### src/assert_macros.svh
// ----------------------------------------------------------------------------
// assert_macros
// Assertion macros for the hdlc receiver, sampled on clk with rst_n low
// disabling the check. Defining NO_ASSERTIONS turns them into nothing.
// ----------------------------------------------------------------------------
`ifndef ASSERT_MACROS_SVH
`define ASSERT_MACROS_SVH

`ifndef NO_ASSERTIONS

// same-cycle implication
`define HDLC_ASSERT_IMPLY(lbl, ante, cons, msg) \
  lbl: assert property (@(posedge clk) disable iff (!rst_n) (ante) |-> (cons)) else $error(msg);

// next-cycle implication
`define HDLC_ASSERT_NEXT(lbl, ante, cons, msg) \
  lbl: assert property (@(posedge clk) disable iff (!rst_n) (ante) |=> (cons)) else $error(msg);

`else

`define HDLC_ASSERT_IMPLY(lbl, ante, cons, msg)
`define HDLC_ASSERT_NEXT(lbl, ante, cons, msg)

`endif

`endif

### src/hdlc_rx_pkg.sv
// ----------------------------------------------------------------------------
// hdlc_rx_pkg
// Shared types, codes and the X.25 CRC byte step of the hdlc receiver.
// ----------------------------------------------------------------------------
package hdlc_rx_pkg;

  localparam int LENGTH_BITS_DEF = 11;

  localparam int BYTE_W    = 8;
  localparam int COUNT_W   = 11;
  localparam int FORMAT_W  = 16;
  localparam int CRC_W     = 16;
  localparam int CFG_IDX_W = 2;
  localparam int SEG_BIT   = 11;

  localparam logic [BYTE_W-1:0]  START_FLAG    = 8'h7E;
  localparam logic [BYTE_W-1:0]  CFG_RESET_VAL = 8'hFF;
  localparam logic [CRC_W-1:0]   CRC_INIT      = 16'hFFFF;
  localparam logic [CRC_W-1:0]   CRC_POLY_REFL = 16'h8408;
  localparam logic [CRC_W-1:0]   GOOD_RESIDUE  = 16'hF0B8;
  localparam logic [COUNT_W-1:0] MAX_COUNT     = 11'h7FF;

  localparam logic [CFG_IDX_W-1:0] REG_IDENT_A = 2'd0;
  localparam logic [CFG_IDX_W-1:0] REG_IDENT_B = 2'd1;

  typedef enum logic [2:0] {
    STAT_NEED_MORE  = 3'd0,
    STAT_SUCCESS    = 3'd1,
    STAT_ID_MISMATCH = 3'd2,
    STAT_HCS_FAIL   = 3'd3,
    STAT_FCS_FAIL   = 3'd4
  } status_t;

  typedef enum logic [1:0] {
    KIND_NONE      = 2'd0,
    KIND_FRAME     = 2'd1,
    KIND_IDENT_REQ = 2'd2,
    KIND_IDENT_RSP = 2'd3
  } kind_t;

  typedef enum logic [3:0] {
    ROLE_IGNORED = 4'd0,
    ROLE_FORMAT  = 4'd1,
    ROLE_DEST    = 4'd2,
    ROLE_SRC     = 4'd3,
    ROLE_CONTROL = 4'd4,
    ROLE_HCS     = 4'd5,
    ROLE_INFO    = 4'd6,
    ROLE_FCS     = 4'd7,
    ROLE_IDENT   = 4'd8
  } role_t;

  typedef struct packed {
    logic [BYTE_W-1:0] ident_a;
    logic [BYTE_W-1:0] ident_b;
  } cfg_t;

  typedef struct packed {
    status_t            status;
    kind_t              frame_kind;
    role_t              byte_role;
    logic [BYTE_W-1:0]  byte_value;
    logic [COUNT_W-1:0] info_length;
    logic               segmented;
  } result_t;

  // identify response 00 04 01 00
  function automatic logic [BYTE_W-1:0] ident_resp_byte(input logic [1:0] idx);
    logic [BYTE_W-1:0] val;
    case (idx)
      2'd1:    val = 8'h04;
      2'd2:    val = 8'h01;
      default: val = 8'h00;
    endcase
    return val;
  endfunction

  // reflected crc-16, lsb first
  function automatic logic [CRC_W-1:0] crc_x25_byte(input logic [CRC_W-1:0] crc,
                                                    input logic [BYTE_W-1:0] b);
    logic [CRC_W-1:0] c;
    c = crc ^ {8'h00, b};
    for (int k = 0; k < BYTE_W; k++) begin
      c = c[0] ? ((c >> 1) ^ CRC_POLY_REFL) : (c >> 1);
    end
    return c;
  endfunction

endpackage

### src/hdlc_rx_parser.sv
// ----------------------------------------------------------------------------
// hdlc_rx_parser
// Frame parse state, counters and running crc. Produces the result for the
// byte presented and advances its state when step is high.
// ----------------------------------------------------------------------------
module hdlc_rx_parser #(
  parameter int LENGTH_BITS = hdlc_rx_pkg::LENGTH_BITS_DEF
) (
  input  logic                            clk,
  input  logic                            rst_n,
  input  logic                            step,
  input  logic [hdlc_rx_pkg::BYTE_W-1:0]  rx_byte,
  input  hdlc_rx_pkg::cfg_t               cfg,
  output hdlc_rx_pkg::result_t            res
);

  localparam int CW = hdlc_rx_pkg::COUNT_W;
  localparam int FW = hdlc_rx_pkg::FORMAT_W;
  localparam int DW = FW + 1;

  typedef enum logic [3:0] {
    PS_IDLE, PS_IDENT, PS_FORMAT, PS_DEST, PS_SRC, PS_CONTROL, PS_HCS, PS_INFO, PS_FCS
  } pstate_t;

  pstate_t                    state_r, state_nxt;
  logic [2:0]                 fcnt_r, fcnt_nxt;
  logic [CW-1:0]              bcnt_r, bcnt_nxt;
  logic [CW-1:0]              hcnt_r, hcnt_nxt;
  logic [FW-1:0]              fmt_r, fmt_nxt;
  logic [hdlc_rx_pkg::CRC_W-1:0] crc_r, crc_nxt;
  logic                       id_ok_r, id_ok_nxt;
  logic [CW-1:0]              ilen_r, ilen_nxt;

  logic [hdlc_rx_pkg::CRC_W-1:0] crc_upd;
  logic [CW-1:0]              hcnt_inc;
  logic [CW-1:0]              bcnt_inc;
  logic [2:0]                 fcnt_cl;
  logic [LENGTH_BITS-1:0]     len_bits;
  logic [DW-1:0]              len_ext;
  logic [DW-1:0]              need_ext;
  logic [DW-1:0]              diff;
  logic [CW-1:0]              info_cnt;
  logic                       done;
  logic                       seg_sel;

  hdlc_rx_pkg::status_t       status;
  hdlc_rx_pkg::kind_t         kind;
  hdlc_rx_pkg::role_t         role;
  logic [CW-1:0]              ilen;

  assign crc_upd  = hdlc_rx_pkg::crc_x25_byte(crc_r, rx_byte);
  assign hcnt_inc = (hcnt_r == hdlc_rx_pkg::MAX_COUNT) ? hcnt_r : hcnt_r + 1'b1;
  assign bcnt_inc = (bcnt_r == hdlc_rx_pkg::MAX_COUNT) ? bcnt_r : bcnt_r + 1'b1;
  assign fcnt_cl  = (fcnt_r > 3'd3) ? 3'd3 : fcnt_r;

  // info count after the last header byte: length - header bytes - 2, clamped
  assign len_bits = fmt_r[LENGTH_BITS-1:0];
  assign len_ext  = DW'(len_bits);
  assign need_ext = DW'(hcnt_inc) + DW'(2);
  assign diff     = len_ext - need_ext;
  always_comb begin
    if (len_ext <= need_ext) begin
      info_cnt = '0;
    end else if (diff > DW'(hdlc_rx_pkg::MAX_COUNT)) begin
      info_cnt = hdlc_rx_pkg::MAX_COUNT;
    end else begin
      info_cnt = diff[CW-1:0];
    end
  end

  always_comb begin
    state_nxt = state_r;
    fcnt_nxt  = fcnt_r;
    bcnt_nxt  = bcnt_r;
    hcnt_nxt  = hcnt_r;
    fmt_nxt   = fmt_r;
    crc_nxt   = crc_r;
    id_ok_nxt = id_ok_r;
    ilen_nxt  = ilen_r;
    status    = hdlc_rx_pkg::STAT_NEED_MORE;
    kind      = hdlc_rx_pkg::KIND_NONE;
    role      = hdlc_rx_pkg::ROLE_IGNORED;
    ilen      = '0;
    done      = 1'b0;
    seg_sel   = 1'b0;

    case (state_r)
      PS_IDLE: begin
        if (rx_byte == hdlc_rx_pkg::START_FLAG) begin
          state_nxt = PS_FORMAT;
          fcnt_nxt  = '0;
          bcnt_nxt  = '0;
          hcnt_nxt  = '0;
          fmt_nxt   = '0;
          crc_nxt   = hdlc_rx_pkg::CRC_INIT;
          kind      = hdlc_rx_pkg::KIND_FRAME;
        end else if (rx_byte == cfg.ident_a || rx_byte == cfg.ident_b) begin
          status = hdlc_rx_pkg::STAT_SUCCESS;
          kind   = hdlc_rx_pkg::KIND_IDENT_REQ;
          role   = hdlc_rx_pkg::ROLE_IDENT;
        end else if (rx_byte == hdlc_rx_pkg::ident_resp_byte(2'd0)) begin
          state_nxt = PS_IDENT;
          fcnt_nxt  = 3'd1;
          id_ok_nxt = 1'b1;
          kind      = hdlc_rx_pkg::KIND_IDENT_RSP;
          role      = hdlc_rx_pkg::ROLE_IDENT;
        end
      end
      PS_IDENT: begin
        kind      = hdlc_rx_pkg::KIND_IDENT_RSP;
        role      = hdlc_rx_pkg::ROLE_IDENT;
        id_ok_nxt = id_ok_r && (rx_byte == hdlc_rx_pkg::ident_resp_byte(fcnt_cl[1:0]));
        fcnt_nxt  = fcnt_cl + 3'd1;
        if (fcnt_cl == 3'd3) begin
          status = id_ok_nxt ? hdlc_rx_pkg::STAT_SUCCESS : hdlc_rx_pkg::STAT_ID_MISMATCH;
          done   = 1'b1;
        end
      end
      PS_FORMAT: begin
        kind     = hdlc_rx_pkg::KIND_FRAME;
        role     = hdlc_rx_pkg::ROLE_FORMAT;
        crc_nxt  = crc_upd;
        hcnt_nxt = hcnt_inc;
        fmt_nxt  = {fmt_r[FW-9:0], rx_byte};
        if (fcnt_r >= 3'd1) begin
          fcnt_nxt  = '0;
          state_nxt = PS_DEST;
          seg_sel   = 1'b1;
        end else begin
          fcnt_nxt = fcnt_r + 3'd1;
        end
      end
      PS_DEST: begin
        kind     = hdlc_rx_pkg::KIND_FRAME;
        role     = hdlc_rx_pkg::ROLE_DEST;
        crc_nxt  = crc_upd;
        hcnt_nxt = hcnt_inc;
        seg_sel  = 1'b1;
        if (rx_byte[0]) begin
          state_nxt = PS_SRC;
        end
      end
      PS_SRC: begin
        kind     = hdlc_rx_pkg::KIND_FRAME;
        role     = hdlc_rx_pkg::ROLE_SRC;
        crc_nxt  = crc_upd;
        hcnt_nxt = hcnt_inc;
        seg_sel  = 1'b1;
        if (rx_byte[0]) begin
          state_nxt = PS_CONTROL;
        end
      end
      PS_CONTROL: begin
        kind      = hdlc_rx_pkg::KIND_FRAME;
        role      = hdlc_rx_pkg::ROLE_CONTROL;
        crc_nxt   = crc_upd;
        hcnt_nxt  = hcnt_inc;
        seg_sel   = 1'b1;
        fcnt_nxt  = '0;
        state_nxt = PS_HCS;
      end
      PS_HCS: begin
        kind     = hdlc_rx_pkg::KIND_FRAME;
        role     = hdlc_rx_pkg::ROLE_HCS;
        crc_nxt  = crc_upd;
        hcnt_nxt = hcnt_inc;
        seg_sel  = 1'b1;
        if (fcnt_r >= 3'd1) begin
          fcnt_nxt = '0;
          bcnt_nxt = '0;
          ilen     = info_cnt;
          ilen_nxt = info_cnt;
          if (crc_upd != hdlc_rx_pkg::GOOD_RESIDUE) begin
            status = hdlc_rx_pkg::STAT_HCS_FAIL;
            done   = 1'b1;
          end else if (info_cnt == '0) begin
            // header only, no frame check follows
            status = hdlc_rx_pkg::STAT_SUCCESS;
            done   = 1'b1;
          end else begin
            state_nxt = PS_INFO;
          end
        end else begin
          fcnt_nxt = fcnt_r + 3'd1;
        end
      end
      PS_INFO: begin
        kind     = hdlc_rx_pkg::KIND_FRAME;
        role     = hdlc_rx_pkg::ROLE_INFO;
        crc_nxt  = crc_upd;
        ilen     = ilen_r;
        seg_sel  = 1'b1;
        bcnt_nxt = bcnt_inc;
        if (bcnt_inc >= ilen_r) begin
          fcnt_nxt  = '0;
          state_nxt = PS_FCS;
        end
      end
      PS_FCS: begin
        kind    = hdlc_rx_pkg::KIND_FRAME;
        role    = hdlc_rx_pkg::ROLE_FCS;
        crc_nxt = crc_upd;
        ilen    = ilen_r;
        seg_sel = 1'b1;
        if (fcnt_r >= 3'd1) begin
          status = (crc_upd == hdlc_rx_pkg::GOOD_RESIDUE) ?
                   hdlc_rx_pkg::STAT_SUCCESS : hdlc_rx_pkg::STAT_FCS_FAIL;
          done   = 1'b1;
        end else begin
          fcnt_nxt = fcnt_r + 3'd1;
        end
      end
      default: begin
        state_nxt = PS_IDLE;
      end
    endcase

    if (done) begin
      state_nxt = PS_IDLE;
      fcnt_nxt  = '0;
    end
  end

  always_comb begin
    res.status      = status;
    res.frame_kind  = kind;
    res.byte_role   = role;
    res.byte_value  = rx_byte;
    res.info_length = ilen;
    res.segmented   = seg_sel & fmt_nxt[hdlc_rx_pkg::SEG_BIT];
  end

  // ilen_r is only read in the info and frame check states
  always_ff @(posedge clk) begin
    if (!rst_n) begin
      state_r <= PS_IDLE;
      fcnt_r  <= '0;
      bcnt_r  <= '0;
      hcnt_r  <= '0;
      fmt_r   <= '0;
      crc_r   <= hdlc_rx_pkg::CRC_INIT;
      id_ok_r <= 1'b1;
      ilen_r  <= '0;
    end else if (step) begin
      state_r <= state_nxt;
      fcnt_r  <= fcnt_nxt;
      bcnt_r  <= bcnt_nxt;
      hcnt_r  <= hcnt_nxt;
      fmt_r   <= fmt_nxt;
      crc_r   <= crc_nxt;
      id_ok_r <= id_ok_nxt;
      ilen_r  <= ilen_nxt;
    end
  end

endmodule

### src/hdlc_frame_receiver_unit.sv
// ----------------------------------------------------------------------------
// hdlc_frame_receiver_unit
// Byte-serial hdlc receiver: flag hunt, identify request and response
// detection, header and frame parsing with crc-16/x.25 checks.
//
//   channel | direction | handshake           | payload
//   --------+-----------+---------------------+-----------------------------------
//   in_     | input     | in_valid / in_stall | in_rx_byte
//   out_    | output    | out_valid/out_stall | status, frame_kind, byte_role,
//           |           |                     | byte_value, info_length, segmented
//   cfg_    | input     | cfg_valid/cfg_ready | cfg_index, cfg_data
//
// One byte per cycle sustained while out_stall is low. An accepted byte is
// held in the input register, then parsed into the result register, which
// raises out_valid; the crc byte step and the info count subtract set the path.
// rst_n (synchronous) returns the parser to flag hunt and both identify
// bytes to 0xff. A stalled result holds; one more byte waits in the input
// register before in_stall rises. cfg_ready is always high.
// ----------------------------------------------------------------------------
`include "assert_macros.svh"

module hdlc_frame_receiver_unit #(
  parameter int LENGTH_BITS = hdlc_rx_pkg::LENGTH_BITS_DEF
) (
  input  logic                                clk,
  input  logic                                rst_n,
  input  logic                                in_valid,
  output logic                                in_stall,
  input  logic [hdlc_rx_pkg::BYTE_W-1:0]      in_rx_byte,
  output logic                                out_valid,
  input  logic                                out_stall,
  output logic [2:0]                          out_status,
  output logic [1:0]                          out_frame_kind,
  output logic [3:0]                          out_byte_role,
  output logic [hdlc_rx_pkg::BYTE_W-1:0]      out_byte_value,
  output logic [hdlc_rx_pkg::COUNT_W-1:0]     out_info_length,
  output logic                                out_segmented,
  input  logic                                cfg_valid,
  output logic                                cfg_ready,
  input  logic [hdlc_rx_pkg::CFG_IDX_W-1:0]   cfg_index,
  input  logic [hdlc_rx_pkg::BYTE_W-1:0]      cfg_data
);

  logic                              in_v_r;
  logic [hdlc_rx_pkg::BYTE_W-1:0]    in_byte_r;
  logic                              out_v_r;
  hdlc_rx_pkg::result_t              res_r;
  hdlc_rx_pkg::result_t              res;
  hdlc_rx_pkg::cfg_t                 cfg_r;
  logic                              accept;
  logic                              advance;

  assign cfg_ready = 1'b1;

  always_ff @(posedge clk) begin
    if (!rst_n) begin
      cfg_r.ident_a <= hdlc_rx_pkg::CFG_RESET_VAL;
      cfg_r.ident_b <= hdlc_rx_pkg::CFG_RESET_VAL;
    end else if (cfg_valid && cfg_ready) begin
      case (cfg_index)
        hdlc_rx_pkg::REG_IDENT_A: cfg_r.ident_a <= cfg_data;
        hdlc_rx_pkg::REG_IDENT_B: cfg_r.ident_b <= cfg_data;
        default: ;
      endcase
    end
  end

  // the held byte moves on whenever the result register is free or draining
  assign advance  = in_v_r && (!out_v_r || !out_stall);
  assign in_stall = in_v_r && out_v_r && out_stall;
  assign accept   = in_valid && !in_stall;

  always_ff @(posedge clk) begin
    if (!rst_n) begin
      in_v_r  <= 1'b0;
      out_v_r <= 1'b0;
    end else begin
      if (accept) begin
        in_v_r <= 1'b1;
      end else if (advance) begin
        in_v_r <= 1'b0;
      end
      if (advance) begin
        out_v_r <= 1'b1;
      end else if (out_v_r && !out_stall) begin
        out_v_r <= 1'b0;
      end
    end
  end

  always_ff @(posedge clk) begin
    if (accept) begin
      in_byte_r <= in_rx_byte;
    end
    if (advance) begin
      res_r <= res;
    end
  end

  hdlc_rx_parser #(
    .LENGTH_BITS (LENGTH_BITS)
  ) u_parser (
    .clk     (clk),
    .rst_n   (rst_n),
    .step    (advance),
    .rx_byte (in_byte_r),
    .cfg     (cfg_r),
    .res     (res)
  );

  assign out_valid       = out_v_r;
  assign out_status      = res_r.status;
  assign out_frame_kind  = res_r.frame_kind;
  assign out_byte_role   = res_r.byte_role;
  assign out_byte_value  = res_r.byte_value;
  assign out_info_length = res_r.info_length;
  assign out_segmented   = res_r.segmented;

  `HDLC_ASSERT_IMPLY(a_hcs_fail_role,
    out_valid && out_status == hdlc_rx_pkg::STAT_HCS_FAIL,
    out_byte_role == hdlc_rx_pkg::ROLE_HCS && out_frame_kind == hdlc_rx_pkg::KIND_FRAME,
    "header check failure on a non-hcs byte")
  `HDLC_ASSERT_IMPLY(a_idle_byte_quiet,
    out_valid && out_frame_kind == hdlc_rx_pkg::KIND_NONE,
    out_status == hdlc_rx_pkg::STAT_NEED_MORE && out_byte_role == hdlc_rx_pkg::ROLE_IGNORED,
    "unclaimed byte carries a status or role")
  `HDLC_ASSERT_NEXT(a_held_byte_kept, in_v_r && !advance,
    in_v_r && $stable(in_byte_r), "waiting input byte lost")
  `HDLC_ASSERT_NEXT(a_result_loaded, advance, out_v_r, "parsed byte produced no result")

endmodule

### config.mk
export PLATFORM = sky130hd
export DESIGN_NAME = hdlc_frame_receiver_unit
export DESIGN_NICKNAME = d
export VERILOG_FILES = /design/src/hdlc_rx_pkg.sv /design/src/hdlc_rx_parser.sv /design/src/hdlc_frame_receiver_unit.sv
export VERILOG_INCLUDE_DIRS = /design/src /design/src/src
export SDC_FILE = /design/constraint.sdc
export NUM_CORES = 1
export LEC_CHECK = 0
export ABC_AREA = 1
export BUFFER_PORTS_ARGS = -buffer_cell sky130_fd_sc_hd__buf_2
export CAP_MARGIN = 30
export CORE_ASPECT_RATIO = 1.75
export CORE_MARGIN = 2
export CORE_UTILIZATION = 45
export CTS_CLUSTER_DIAMETER = 150
export DETAILED_ROUTE_END_ITERATION = 10
export GPL_TIMING_DRIVEN = 0
export PLACE_DENSITY_LB_ADDON = 0.08
export SYNTH_ARGS = -nofsm -noshare
export SYNTH_HDL_FRONTEND = slang
export SYNTH_SLANG_ARGS = --single-unit
### constraint.sdc
create_clock -name clk -period 10.9 [get_ports clk]
set_input_delay 1.635 -clock clk [delete_from_list [all_inputs] [get_ports clk]]
set_output_delay 1.635 -clock clk [all_outputs]
set_load 0.005 [all_outputs]
; ---- Word-level counts from Yosys, hierarchy flattened
; Index checks and enable logic that the tools add are counted.
[totals]
wordCells = 194
input_bits = 23
ff_bits = 124
[classes]
n_eq_ne = 36
n_reduce_logical = 39
bitwise = 10
mux = 78
n_addsub = 6
order_cmp = 5
[ops]
columns = cell, n
row1 = 2-to-1 mux 16 bit, 9
row2 = 2-to-1 mux 11 bit, 7
row3 = 2-to-1 mux 4 bit, 14
row4 = case mux 11 bit (2 select lines), 2
row5 = 2-to-1 mux 3 bit, 14
row6 = case mux 4 bit (9 select lines), 1
row7 = case mux 11 bit (3 select lines), 1
row8 = case mux 16 bit (2 select lines), 1
row9 = case mux 4 bit (8 select lines), 1
row10 = == test 8 bit, 3
row11 = inverter 2 -> 3 bit, 8
row12 = case mux 12 bit (2 select lines), 1
row13 = "adder 11 x 1 -> 11 bit, second input constant", 2
row14 = "== test 11 bit, second input constant", 2
row15 = case mux 3 bit (6 select lines), 1
row16 = "> comparator 17 x 11 -> 1 bit, second input constant", 1
row17 = "== test 16 bit, second input constant", 1
row18 = "== test 4 x 3 -> 1 bit, second input constant", 4
row19 = "inequality test 16 bit, second input constant", 1
row20 = bitwise XOR 16 x 8 -> 16 bit, 1
row21 = "inequality test 3 x 2 -> 1 bit, second input constant", 5
row22 = 2-to-1 mux 1 bit, 14
row23 = subtractor 11 x 12 -> 13 bit, 1
row24 = "adder 11 x 2 -> 12 bit, second input constant", 1
row25 = 46 further kinds, 78

; ---- Logic depth before layout (Yosys ltp)
; Gate-level depths: netlist of run 1.
[logic_depth]
depth_word = 23
mapped_depth = 32
mapped_depth_nobuf = 31

; ---- By module
; Synthesis of run 1 repeated with hierarchy kept, for this count alone.
[unflattened]
hier_cells = 943
hier_area_um2 = 7335.8
[by_module_without_submodules]
columns = mod, instances, cells_per_inst, area_per_inst_um2, seq_area_each_um2
row1 = hdlc_rx_parser, 1, 818, 5479.0, 1381.3
row2 = hdlc_frame_receiver_unit, 1, 125, 1856.8, 1471.4

; ---- Least setup slack after synthesis of run 1
; Ideal clock, no wire load.
[synth_path]
path_type = input to register
from = input port out_stall
to = register u_parser.crc_r[6] in the netlist's numbering
t_required_ns = 10.766
t_arrival_ns = 4.483
stages = 11
setup_slack_ns = 6.284
path_buffers = 1
path_cell_list = nand2_1 > inv_1 > nor2_1 > inv_1 > nor2_1 > inv_1 > a21oi_1 > inv_1 > clkbuf_1 > nand2_1 > nand3_1
[synth_between]
elab_chain_cells = 4
[synth_rtl]
columns = element, line_no
row1 = "start, declared", hdlc_frame_receiver_unit.sv:31  ; input logic out_stall,
row2 = logical NOT 1 bit, hdlc_frame_receiver_unit.sv:69  ; assign advance = in_v_r && (!out_v_r || !out_stall);
row3 = logical OR 1 bit, hdlc_frame_receiver_unit.sv:69
row4 = logical AND 1 bit, hdlc_frame_receiver_unit.sv:69
row5 = net advance, hdlc_frame_receiver_unit.sv:51  ; logic advance;
row6 = AND reduction 3 bit (no source line), --
row7 = "end signal, assigned", hdlc_rx_parser.sv:241  ; crc_r <= hdlc_rx_pkg::CRC_INIT;
row8 = "end signal, assigned", hdlc_rx_parser.sv:250  ; crc_r <= crc_nxt;
row9 = "end, declared", hdlc_rx_parser.sv:30  ; logic [hdlc_rx_pkg::CRC_W-1:0] crc_r, crc_nxt;
; The timed path passes the listed nets, and every way through them passes these cells.
; A chain may end at the register's enable or synchronous reset.

; ---- Final worst setup path of run 1
[layout_path]
from = register u_parser.hcnt_r[0]
to = register u_parser.state_r[3]
[layout_between]
elab_chain_cells = 14
elab_cells_between_ends = 26
[layout_rtl]
columns = element, line_no
row1 = "start, declared", hdlc_rx_parser.sv:28  ; logic [CW-1:0] hcnt_r, hcnt_nxt;
row2 = "start signal, assigned", hdlc_rx_parser.sv:248  ; hcnt_r <= hcnt_nxt;
row3 = adder 11 x 1 -> 11 bit or == test 11 bit (tied branches), hdlc_rx_parser.sv:52  ; assign hcnt_inc = (hcnt_r == hdlc_rx_pkg::MAX_COUNT) ? hcnt_r : hcnt_r + 1'b1;
row4 = 2-to-1 mux 11 bit *, hdlc_rx_parser.sv:52
row5 = adder 11 x 2 -> 12 bit *, hdlc_rx_parser.sv:59  ; assign need_ext = DW'(hcnt_inc) + DW'(2);
row6 = subtractor 11 x 12 -> 13 bit, hdlc_rx_parser.sv:60  ; assign diff = len_ext - need_ext;
row7 = > comparator 17 x 11 -> 1 bit, hdlc_rx_parser.sv:64  ; end else if (diff > DW'(hdlc_rx_pkg::MAX_COUNT)) begin
row8 = 2-to-1 mux 11 bit, hdlc_rx_parser.sv:64
row9 = 2-to-1 mux 11 bit *, hdlc_rx_parser.sv:62  ; if (len_ext <= need_ext) begin
row10 = logical NOT 11 bit *, hdlc_rx_parser.sv:176  ; end else if (info_cnt == '0) begin
row11 = 2-to-1 mux 1 bit, hdlc_rx_parser.sv:176
row12 = 2-to-1 mux 1 bit, hdlc_rx_parser.sv:173  ; if (crc_upd != hdlc_rx_pkg::GOOD_RESIDUE) begin
row13 = 2-to-1 mux 1 bit, hdlc_rx_parser.sv:168  ; if (fcnt_r >= 3'd1) begin
row14 = case mux 1 bit (3 select lines), hdlc_rx_parser.sv:87  ; case (state_r)
row15 = "inequality test 4 x 2 -> 1 bit (no source line), or another cell as far along", --
row16 = AND reduction 11 bit (no source line), --
row17 = "end signal, assigned", hdlc_rx_parser.sv:245  ; state_r <= state_nxt;
row18 = "end, declared", hdlc_rx_parser.sv:25  ; pstate_t state_r, state_nxt;
; Mark *: on every way between the ends. The rest lies on a longest branch, timed or not.

==> results of run 1 <==
## cell families after synthesis
logic type      count (synthesis)
xor+xnor                       52
fa+ha+maj                      33
buf+inv                       145
other cells                     1
compound gates                165
simple gates                  430
mux                             2
flops                         124
## power breakdown
group	internal, mW	total, mW	switching (mW)
sequential	0.491	0.500	0.00884
combinational	0.0373	0.110	0.0728
clock	0.344	0.566	0.222
total	0.872	1.18	0.304
## Yosys cell counts (all sizes together), types with 5 or more instances
cell type | n | area [um2]
a21oi | 74 | 382
or2 | 6 | 37.5
o21ai | 53 | 265
xnor2 | 28 | 245
dfxtp | 87 | 1740
o211ai | 7 | 52.6
inv | 110 | 413
buf | 5 | 35.0
nand3 | 58 | 323
nand4 | 23 | 144
o22ai | 14 | 87.6
clkbuf | 27 | 105
edfxtp | 37 | 1110
xor2 | 24 | 210
nor3 | 14 | 70.1
ha | 32 | 400
nand2 | 249 | 975
nor2 | 75 | 307
## per-layer routing
| layer | vias up | global-route usage | wire [um] |
|---|---|---|---|
| met5 | - | 0 | 0 |
| met4 | 0 | 0.100 | 677 |
| met3 | 38 | 0.0347 | 608 |
| met2 | 151 | 0.431 | 10100 |
| met1 | 2945 | 0.242 | 7310 |
| li1 | 3303 | - | - |
## path summary, 6_finish.rpt
kind | startpoint | to | cells after the start
max | u_parser.hcnt_r[0]$_SDFFE_PN0P_ | u_parser.state_r[3]$_SDFFE_PN0P_ | 31
min | in_byte_r[2]$_DFFE_PP_ | out_byte_value[2]$_DFFE_PP_ | 0
max reg2reg | u_parser.hcnt_r[0]$_SDFFE_PN0P_ | u_parser.state_r[3]$_SDFFE_PN0P_ | 31
min reg2reg | in_byte_r[2]$_DFFE_PP_ | out_byte_value[2]$_DFFE_PP_ | 0
## flip-flops by register name, indices dropped and copies added, names as in the netlist
signal	flops
out_byte_role	4
out_byte_value	8
u_parser.fmt_r	12
out_segmented	1
out_frame_kind	2
u_parser.crc_r	16
u_parser.ilen_r	11
u_parser.bcnt_r	11
in_byte_r	8
u_parser.hcnt_r	11
u_parser.fcnt_r	3
out_status	3
cfg_r	16
out_info_length	11
u_parser.state_r	4
u_parser.id_ok_r	1
out_valid	1
in_v_r	1
## final cells by class
type,instances,area (um2),area share
clock inverter,13,141,0.0172
clock buffer,19,443,0.0539
timing repair buffer,52,260,0.0317
inverter,113,424,0.0516
sequential,124,2850,0.347
buffer,32,140,0.0170
tap,186,233,0.0283
multi-input combinational,684,3730,0.453
## through the flow
stage	worst slack (ns)	hold WS [ns]
floorplan	6.28	0.421
detailed placement	6.00	0.429
finish	6.01	0.446
global placement	4.79	0.428
global route	5.62	0.466
CTS	5.99	0.449
==> metrics.md, run 1 <==
| Metric | Value |
|---|---|
| Initial antenna violation count | `0` |
| RSZ-0062 raised after global routing | `no` |
| Total power | `1.18 mW` |
| Clk_lat worst skew | `0.42 ns` |
| Post-route DRC | `0` |
| Worst Skew | `0.0119 ns` |
| Hold Vio Cnt, Final | `0` |
| Slowest cell on the critical path | `dfxtp_1` |
| Share of cells above drive strength 1 | `0.120` |
| Htree depth | `4` |
| Adder-cell share of the synthesized area | `0.0589` |
| Clock sink total | `124` |
| Layout Utilization | `0.532` |
| CP endpoint kind | `flop` |
| Final setup fails | `0` |
| IO Pins | `55` |
| Max-cap violation count | `0` |
| CTS Hold Buffers Added | `0` |
| Chip Width | `99.2 um` |
| Worst VDD drop | `112 uV` |
| Vias in the first global route | `6290` |
| Placed cells | `1191` |
| Gpl congestion | `0.906` |
| Antenna Violating Nets Remaining | `0` |
| ANT cells | `0` |
| First-pass GRT wire length | `30200 um` |
| Router iterations before antenna repair | `5` |
| CTS tree | `built` |
| GRT Total Usage | `0.226` |
| FILL cells | `1549` |
| Most frequent cells in the layout | `235 x nand2_1, 107 x inv_1, 87 x dfxtp_1, 73 x a21oi_1, 68 x nor2_1` |
| Status | `complete, no violations` |
| Largest net degree at the start of global routing | `32` |
| Top FF cell, synth | `dfxtp_1` |
| Clk root buf | `clkbuf_16` |
| Mapped Cells | `952` |
| Netlist cell types | `50` |
| Worst rel slew slack | `0.392` |
| Commonest non-fill, non-tap cell in the layout | `nand2_1` |
| Grt ovf | `0` |
| Setup crit start kind | `flop` |
| Seq cells post-synth | `124` |
| Post-CTS setup buffers | `0` |
| Drt wl/cell | `15.3 um` |
| Highest Clock Rate | `0.204 GHz` |
| EDFF count, synth | `37` |
| Mapped cell area | `7130 um2` |
| Final non-filler cell total | `1223` |
| Crit-path max FO | `10` |
| Worst Hold Class | `reg -> reg` |
| Async set-reset flop share out of synthesis | `0` |
| Period utilisation layout | `0.449` |
| Compound-cell area share of the yosys netlist | `0.129` |
| PD cells | `143 nW/um2` |
| Std-Cell Rows | `60` |
| Placed cell area | `7640 um2` |
| Initial Utilization | `0.461` |
| # nets final | `1080` |
| Multiplexer share of the synthesized area | `0.00298` |
| Flop-to-flop setup slack | `6.01 ns` |
| Setup TNS | `0 ns` |
| Crit path kind | `reg -> reg` |
| Register area share after synthesis | `0.400` |
| Max-slew violation count | `0` |
| Synth Area in XOR/XNOR | `0.0639` |
| Worst EP required | `11.21 ns` |
| Die Area | `16900 um2` |
| Leak Pwr | `3.62 nW` |
| Reg clk slew, reported paths | `0.06 ns` |
| Mean Syn Cell Area | `7.49 um2` |
| Largest family of logic cells by synthesized area | `simple AND/OR/NAND/NOR gates` |
| P&R area growth vs syn | `15.3%` |
| Synthesized-area fraction occupied by and/or/nand/nor cells | `0.265` |
| CP bufs+invs | `1` |
| Die Y | `171 um` |
| CTS max path bufs | `2` |
| Core area | `15500 um2` |
| Yosys warnings | `0` |
| Worst-Margin Slew | `0.910 ns` |
| Resized cells post-CTS | `0` |
| Post-layout minimum cycle time | `4.89 ns` |
| Port Buffers | `52` |
| Most used cell along the critical path | `nand2_1` |
| DP Wirelength | `14500 um` |
| Vias | `6437` |
| Vias per cell | `5.26` |
| Largest delay share family, worst path | `simple AND/OR/NAND/NOR gates` |
| Drt total wl | `18700 um` |
| CTS Buf Count | `17` |
| Slowest stage delay, CP | `0.41 ns` |
| Crit path DAT | `5.21 ns` |
| DR iter-0 viols | `225` |
| Fin area | `8220 um2` |
Note: power is estimated with default switching activity, not from simulation.
==> run 2, diff against run 1 <==
--- a/config.mk
+++ b/config.mk
@@ -6,7 +6,7 @@
 export SDC_FILE = /design/constraint.sdc
 export NUM_CORES = 1
 export LEC_CHECK = 0
-export ABC_AREA = 1
+export ABC_AREA = 0
 export BUFFER_PORTS_ARGS = -buffer_cell sky130_fd_sc_hd__buf_2
 export CAP_MARGIN = 30
 export CORE_ASPECT_RATIO = 1.75
==> constraint.sdc (replaced) <==
create_clock -name clk -period 4 [get_ports clk]
set_input_delay 0.6 -clock clk [delete_from_list [all_inputs] [get_ports clk]]
set_output_delay 0.6 -clock clk [all_outputs]
set_load 0.005 [all_outputs]
==> run 2 against run 1 <==
Against the previous run: the flow now finishes with violations (setup timing); count of clock-buffer cells in the layout shrank 1; first-iteration DRC count is 57% higher; die area grew 0.98%; final area rose by 8.7%; via count increased by 3.3%; clock skew down 0.00063 ns; register-to-register slack lost 6.6 ns; routed wire length grew 17%; synthesized cell count fell by 10%; setup slack worse by 6.6 ns; largest power group unchanged.
==> metrics.md, run 2 <==
| Metric | Value |
|---|---|
| Max-cap violation count | `0` |
| Initial Utilization | `0.456` |
| Flop-to-flop setup slack | `-0.63 ns` |
| Post-synth top area share | `0.242` |
| Failing checks | `setup timing` |
| Worst VDD drop | `295 uV` |
| Mean Syn Cell Area | `8.44 um2` |
| PD cells | `342 nW/um2` |
| Worst EP required | `4.31 ns` |
| Mapped cell area | `7200 um2` |
| Seq cells post-synth | `124` |
| Top Layer Used | `met4` |
| Std-Cell Rows | `61` |
| Share of cells above drive strength 1 | `0.196` |
| Clk root buf | `clkbuf_16` |
| IO Pins | `55` |
| Drt total wl | `21800 um` |
| Synth top cells by count | `117 x nand2_1, 87 x dfxtp_1, 73 x o21ai_0, 60 x nor2_1, 51 x nand3_1` |
| DR iter-0 viols | `354` |
| Yosys warnings | `0` |
| Crit-path cells | `ha_4 > nand4_1 > buf_4 > or4_4 > a21boi_2 > o21ai_2 > or3_4 > or2_4 > nor2_2 > xor2_1 > ha_2 > a21oi_2 > o21ai_2 > or2_2 > o211a_4 > or4_4 > nor4_4 > nor3_2 > a32o_1` |
| FILL cells | `1468` |
| Setup TNS | `-11.63 ns` |
| Most frequent cells in the layout | `115 x nand2_1, 84 x dfxtp_1, 53 x buf_2, 50 x nand3_1` |
| Worst rel slew slack | `0.329` |
| First-pass GRT wire length | `34600 um` |
| Crit-path max FO | `3` |
| Setup crit start kind | `flop` |
| Setup crit start | `u_parser.hcnt_r[0]$_SDFFE_PN0P_` |
| GRT Total Usage | `0.264` |
| Final WS setup | `-0.633 ns` |
| CTS max path bufs | `2` |
| Highest Clock Rate | `0.216 GHz` |
| Synth area leaders | `dfxtp_1 24%, edfxtp_1 15%, nand2_1 6.1%, xnor2_1 5.8%, ha_1 5.6%` |
| ANT cells | `0` |
| Router iterations before antenna repair | `6` |
| Largest net degree at the start of global routing | `39` |
| Vias in the first global route | `6632` |
| Chip Width | `99.6 um` |
| Crit path kind | `reg -> reg` |
| # nets final | `1007` |
| Most instantiated library cell after synthesis | `nand2_1` |
| Clk_lat worst skew | `0.42 ns` |
| Initial antenna violation count | `0` |
| Final setup fails | `26` |
| Max-slew violation count | `0` |
| CTS Buf Count | `17` |
| Drt wl/cell | `18.9 um` |
| Worst Skew | `0.0112 ns` |
| Netlist cell types | `71` |
| Mapped Cells | `854` |
| P&R area growth vs syn | `24.1%` |
| Commonest non-fill, non-tap cell in the layout | `nand2_1` |
| Vias per cell | `5.77` |
| Hold Vio Cnt, Final | `0` |
| RSZ-0062 raised after global routing | `yes` |
| Hold Slack | `0.345 ns` |
| EDFF count, synth | `37` |
| Met2 WL | `12200 um` |
| Worst-Margin Slew | `0.979 ns` |
| Grt ovf | `0` |
| Slowest cell on the critical path | `or4_4` |
| Die Area | `17100 um2` |
| R2r worst-path depth | `19` |
| M1 WL | `7570 um` |
| Vias | `6652` |
| CTS tree | `built` |
| Worst reg2reg startpoint | `u_parser.hcnt_r[0]$_SDFFE_PN0P_` |
| Clock sink total | `124` |
| Async set-reset flop share out of synthesis | `0` |
| CTS Hold Buffers Added | `0` |
| Port Buffers | `52` |
| Core area | `15800 um2` |
| Worst Setup EP | `u_parser.state_r[1]$_SDFFE_PN0P_` |
| Slowest stage delay, CP | `0.50 ns` |
| Antenna Violating Nets Remaining | `0` |
| Top FF cell, synth | `dfxtp_1` |
| Worst reg2reg endpoint | `u_parser.state_r[1]$_SDFFE_PN0P_` |
| Reg clk slew, reported paths | `0.07 ns` |
| DP Wirelength | `16100 um` |
| Crit path DAT | `4.94 ns` |
| Gpl congestion | `0.938` |
| Post-route DRC | `0` |
| CP endpoint kind | `flop` |
| Period utilisation layout | `1.16` |
| Register area share after synthesis | `0.396` |
| Status | `complete, but fails checks` |
| Met3 routed WL | `819 um` |
| Leak Pwr | `3.23 nW` |
| Htree depth | `4` |
| Synth area leader | `dfxtp_1` |
| Top Registers | `cfg_r (16), u_parser.crc_r (16), u_parser.fmt_r (12)` |
| Worst Hold Class | `in -> reg` |
| Post-layout minimum cycle time | `4.63 ns` |
| Die Y | `171 um` |
-- run 2: area by class of cell --
type                       instances  area [um2]  share of cell area
inverter                          31         116              0.0130
multi-input combinational        653        4460               0.499
tap                              189         236              0.0265
clock inverter                    14         159              0.0178
buffer                            46         213              0.0238
sequential                       124        2860               0.320
clock buffer                      18         429              0.0480
timing repair buffer              78         460              0.0515
-- run 2: worst max-delay path, delay by kind of cell (launching register included) --
family	cells	cell delay, ns
buffers and inverters	1	0.18
AO/OA/AOI/OAI	6	0.93
flip-flops	1	0.36
adder cells (fa/ha/maj)	2	0.46
XOR/XNOR	1	0.18
AND/OR/NAND/NOR	9	2.41
-- run 2: how the worst min path moves through the flow --
stage          slack (ns)  cells after the start                    from                     endpoint
4_1_cts              0.34                      1           in_rx_byte[3]       in_byte_r[3]$_DFFE_PP_
2_1_floorplan        0.42                      0  in_byte_r[0]$_DFFE_PP_  out_byte_value[0]$_DFFE_PP_
3_5_place_dp         0.43                      0  in_byte_r[4]$_DFFE_PP_  out_byte_value[4]$_DFFE_PP_
6_report             0.35                      1           in_rx_byte[0]       in_byte_r[0]$_DFFE_PP_
3_3_place_gp         0.44                      0  in_byte_r[5]$_DFFE_PP_  out_byte_value[5]$_DFFE_PP_
5_1_grt              0.34                      1           in_rx_byte[1]       in_byte_r[1]$_DFFE_PP_
-- run 2: layer usage --
layer / global-route usage / vias up
li1: - / 3210
met5: 0 / -
met2: 0.510 / 212
met4: 0.167 / 0
met1: 0.257 / 3161
met3: 0.0370 / 69
-- run 2: cell families after synthesis --
logic type      count (synthesis)  share of synthesized area
xor+xnor                       66                     0.0802
buf+inv                        78                     0.0429
other cells                     1                   0.000521
fa+ha+maj                      33                     0.0584
mux                             7                    0.00990
flops                         124                      0.396
compound gates                180                      0.158
simple gates                  365                      0.254
-- run 2: through the flow --
step                       util  instances  instance area [um2]  power [mW]  setup slack, ns
after floorplan               -        855                 7280        1.45           -0.498
after global placement    0.492       1096                 7770        1.51            -1.19
after detailed placement  0.493       1097                 7780        1.52            -1.26
after CTS                 0.553       1150                 8740        3.08           -0.694
after global routing      0.566       1153                 8940        3.15           -0.785
final                     0.566       1153                 8940        3.06           -0.633
-- run 2: timing repair --
item                       in CTS  in global routing
gates resized for setup        47                 69
setup buffers                  18                  4
setup endpoints to repair      26                 30
pin swaps                      19                 27
cloned                          3                  0
-- run 2: where the power goes --
part / switching, mW / internal (mW)
sequential: 0.0115 / 1.32
combinational: 0.0942 / 0.0625
clock: 0.638 / 0.932
total: 0.743 / 2.31
